==> src/rtl/sstc_pkg.sv <==
// Shared types and constants for the subarray sum target counter.
// No dependencies.
package sstc_pkg;
  localparam int MaxLen       = 1024;
  localparam int TableDepth   = 2048;
  localparam int ElementBits  = 16;
  localparam int SumBits      = 27;
  localparam int TotalBits    = 20;
  localparam int CountBits    = 11;
  localparam int EpochBits    = 8;
  localparam int SlotBits     = $clog2(TableDepth);
  localparam int IndexBits    = $clog2(MaxLen + 1);
  localparam logic [31:0] HashMul = 32'd2654435761;

  typedef logic signed [SumBits-1:0] sum_t;

  typedef struct packed {
    logic start;      // begin item: latch inputs
    logic clear;      // clear table, seed starts
    logic lookup;     // begin probe of key (sum - target)
    logic bump;       // begin probe of current sum
  } sstc_cmd_t;

  typedef struct packed {
    logic busy;       // probe or clear in progress
    logic too_long;
  } sstc_sts_t;

  function automatic logic [SlotBits-1:0] home_slot(input logic [SumBits-1:0] key);
    logic [2*SlotBits-1:0] prod;
    prod = key[SlotBits-1:0] * HashMul[SlotBits-1:0];
    return prod[SlotBits-1:0];
  endfunction
endpackage

==> src/rtl/sstc_ctrl.sv <==
// Controller: sequences clear, lookup and bump per item, drives handshakes.
// Depends on sstc_pkg.
module sstc_ctrl (
  input  logic                clk_i,
  input  logic                rst_ni,
  input  logic                in_valid_i,
  input  logic                in_first_i,
  output logic                in_ready_o,
  output logic                out_valid_o,
  input  logic                out_ready_i,
  output logic                out_too_long_o,
  output sstc_pkg::sstc_cmd_t cmd_o,
  input  sstc_pkg::sstc_sts_t sts_i
);
  import sstc_pkg::*;

  typedef enum logic [5:0] {
    S_IDLE   = 6'b000001,
    S_CLEAR  = 6'b000010,
    S_LOOKUP = 6'b000100,
    S_BUMP   = 6'b001000,
    S_WAIT   = 6'b010000,
    S_OUT    = 6'b100000
  } state_e;

  state_e state_q, state_d;
  logic   tl_q, tl_d;

  assign in_ready_o     = (state_q == S_IDLE);
  assign out_valid_o    = (state_q == S_OUT);
  assign out_too_long_o = tl_q;

  always_comb begin
    state_d   = state_q;
    tl_d      = tl_q;
    cmd_o     = '0;
    case (state_q)
      S_IDLE: if (in_valid_i) begin
        cmd_o.start = 1'b1;
        state_d = in_first_i ? S_CLEAR : S_LOOKUP;
      end
      S_CLEAR: if (!sts_i.busy) begin
        cmd_o.clear = 1'b1;
        state_d = S_LOOKUP;
      end
      S_LOOKUP: if (!sts_i.busy) begin
        if (sts_i.too_long) begin
          tl_d = 1'b1;
          state_d = S_OUT;
        end else begin
          tl_d = 1'b0;
          cmd_o.lookup = 1'b1;
          state_d = S_BUMP;
        end
      end
      S_BUMP: if (!sts_i.busy) begin
        cmd_o.bump = 1'b1;
        state_d = S_WAIT;
      end
      S_WAIT: if (!sts_i.busy) state_d = S_OUT;
      S_OUT:  if (out_ready_i) state_d = S_IDLE;
      default: state_d = S_IDLE;
    endcase
  end

  always_ff @(posedge clk_i or negedge rst_ni) begin
    if (!rst_ni) begin
      state_q <= S_IDLE;
      tl_q    <= 1'b0;
    end else begin
      state_q <= state_d;
      tl_q    <= tl_d;
    end
  end
endmodule
==> config.mk <==
export PLATFORM = sky130hd
export DESIGN_NAME = sstc_ctrl
export DESIGN_NICKNAME = d
export VERILOG_FILES = /design/src/rtl/sstc_pkg.sv /design/src/rtl/sstc_ctrl.sv
export SDC_FILE = /design/constraint.sdc
export NUM_CORES = 1
export LEC_CHECK = 0
export ABC_AREA = 0
export BUFFER_PORTS_ARGS = -buffer_cell sky130_fd_sc_hd__buf_4
export CAP_MARGIN = 20
export CORE_MARGIN = 4
export CORE_UTILIZATION = 30
export DETAILED_ROUTE_END_ITERATION = 12
export GPL_ROUTABILITY_DRIVEN = 0
export SLEW_MARGIN = 0
export SYNTH_ARGS = -nofsm -noshare
export SYNTH_HDL_FRONTEND = slang
export SYNTH_SLANG_ARGS = --single-unit
==> constraint.sdc <==
create_clock -name clk_i -period 1.65 [get_ports clk_i]
set_input_delay 0.165 -clock clk_i [delete_from_list [all_inputs] [get_ports clk_i]]
set_output_delay 0.165 -clock clk_i [all_outputs]
set_load 0.02 [all_outputs]
==> metrics.md <==
| Metric | Value |
|---|---|
| Leakage | 0.366 nW |
| Via/cell ratio | 5.11 |
| CTS tree | built |
| Starting DRT DRC Count | 14 |
| Antenna-violating nets left | 0 |
| Post-Syn Area per Cell | 9.83 um^2 |
| DIE HEIGHT | 48.5 um |
| Post-Syn Area | 492 um^2 |
| Synth top area cells | dfrtp_1 (31%), a2111oi_4 (5.6%), dfstp_2 (5.3%), nor2_1 (4.6%), nor3b_4 (3.8%) |
| Detailed Place HPWL | 908 um |
| Layout overhead on the synthesized area | 58.8% |
| Setup_tns | -0.561 ns |
| Worst Path Max Fanout | 2 |
| VDD IR max | 0.686 mV |
| Fillers | 147 |
| Element type at the critical path end | output pin |
| Die ar. | 2350 um^2 |
| Later-pin clock latency in the skew report | 0.25 ns |
| Maxcap violations | 0 |
| FF-to-FF setup slack | -0.02 ns |
| Largest net degree at the start of global routing | 10 |
| Nets | 89 |
| H-tree depth | 1 |
| Sequential power share | 22.8% |
| Rows | 14 |
| Chip Width | 48.5 um |
| Worst Path Arrival | 1.66 ns |
| CTS Buf Count | 3 |
| Most instantiated cells after synthesis | dfrtp_1 (6), nor2_1 (6), nor4_1 (3) |
| Antenna Cells | 0 |
| # clock sinks | 7 |
| Comb pwr share | 64.1% |
| Critical path buffers and inverters | 1 |
| DR WL/cell | 13.1 um |
| GR Util All Layers | 11.2% |
| Clock Tree Root | clkbuf_4 |
| Post-synthesis register bit count | 7 |
| Psw | 439 uW |
| I/O pin count | 14 |
| Vias in the first global route | 511 |
| Fin crit share | 111% |
| Reg clk slew, reported paths | 0.05 ns |
| Failing checks | negative setup slack |
| Placed insts | 86 |
| Place WS | 0.00680 ns |
| Final cell count without fillers | 97 |
| Max_slew headroom | 76.2% |
| Synthesized instance count | 50 |
| # setup viols final | 7 |
| Yosys top cell area share | 30.5% |
| Clock Skew | 0.00533 ns |
| Synth async-reset ratio | 100% |
| PnR worst setup slack | -0.178 ns |
| Post-synth EDFFs | 0 |
| Kind of critical path | register to output pin |
| Cell area after layout | 781 um^2 |
| Outcome | finished with violations |
| Port Buffer Count | 13 |
| Slowest cell on crit path | or4_4 |
| Post-Syn Nets | 57 |
| Startpoint class of the critical path | register |
| Worst-margin pin slew | 0.354 ns |
| Power Dens Cells | 1500 nW/um^2 |
| CTS max path bufs | 2 |
| Data required, critical path | 1.48 ns |
| Core Area | 1520 um^2 |
| Net Sw Frac | 37.5% |
| DRC errors left | 0 |
| Unrepaired setup endpoints after global routing | yes |
| DRT Pass-1 Iters | 4 |
| Top FF cell, synth | dfrtp_1 |
| First-pass GRT wire length | 2.15 mm |
| Vias after detailed routing | 496 |
| Grt total ovfl | 0 |
| Clock network fraction of total power | 13.1% |
| Layout cells sized above 1 | 54.3% |
| Max Freq | 547 MHz |
| Register area share after synthesis | 35.9% |
| Warnings from Yosys | 0 |
| Hold Crit Class | primary input to register |
| Final WL | 1.28 mm |
| Minimum clock period | 1.83 ns |
| Area leader, netlist | dfrtp_1 |
| Final hold viol count | 0 |
| Slew Limit Fails | 0 |
| Count of cell types in the netlist | 33 |
| DP Area | 672 um^2 |
| Int Pwr | 730 uW |
| Initial cell density of the core | 32.3% |
| Power, Total | 1.17 mW |
| Cell family with most CP delay | simple AND/OR/NAND/NOR gates |
| Initial antenna violation count | 0 |
| CP peak stage delay | 0.56 ns |
| Worst-path cell chain | or4_4 > nor3b_4 > and2_4 > buf_6 |
## routing by layer
metal / up-vias / wire length [um] / GRT usage (%)
met3: 0 / 51 / 2.45
met4: 0 / 0 / 6.73
met2: 11 / 632 / 17.0
met1: 236 / 591 / 14.3
li1: 249 / - / -
met5: - / 0 / 0
## layout make-up
type / count / area (um^2) / share of cell area [%]
inverters: 2 / 7.51 / 0.962
clock buffers: 4 / 26.3 / 3.37
repair buffers: 30 / 239 / 30.6
flip-flops and latches: 7 / 178 / 22.8
multi-input cells: 38 / 310 / 39.7
well taps: 16 / 20.0 / 2.56
## layout by cell type (no fill, tap or decap), types with 2 or more instances in the layout
cell	n
nor2_1	6
nand2_1	2
o21ai_0	2
buf_6	3
buf_4	26
clkbuf_4	3
a21oi_1	2
inv_1	2
dfrtp_1	5
## cells by family after synthesis
family,after synthesis,share of synthesized area (%)
muxes,1,2.29
buffers and inverters,5,6.36
xor gates and xnor gates,1,1.78
AOI/OAI and AO/OA,11,18.8
DFF,7,35.9
and+or+nand+nor,25,34.9
## power groups by stage
stage               clock (mW)  sequential (mW)  combinational [mW]
floorplan                    0            0.265               0.413
global placement             0            0.264               0.612
detailed placement           0            0.265               0.614
CTS                      0.159            0.254               0.736
global route             0.169            0.274               0.814
finish                   0.153            0.267               0.750
## through the flow
stage	util [%]	hold slack (ns)
floorplan	-	-0.131
global placement	44.1	-0.0160
detailed placement	44.1	-0.0158
CTS	49.4	0.140
global route	51.2	0.143
finish	51.2	0.143
## state kept, by name (all words and copies together), names as in the netlist
| name | cells |
|---|---|
| out_too_long_o | 1 |
| state_q | 6 |
## repair_timing
action,in CTS,in global routing
pin swaps,4,1
setup endpoints to repair,5,11
hold buffers,1,0
endpoints found under the hold margin,7,0
cloned,0,0
resized for setup,2,4
buffers inserted,5,1
## final timing paths
path / start / depth (start not counted) / to
max in group asynchronous: rst_ni / 2 / state_q[0]
worst min register to register: out_too_long_o / 1 / out_too_long_o
worst max register to register: state_q[4] / 6 / state_q[2]
worst max-delay path: state_q[2] / 4 / cmd_o[3]
min in group asynchronous: rst_ni / 2 / out_too_long_o
worst min-delay path: sts_i[0] / 2 / state_q[3]
Power figures use the tool's default switching activity.
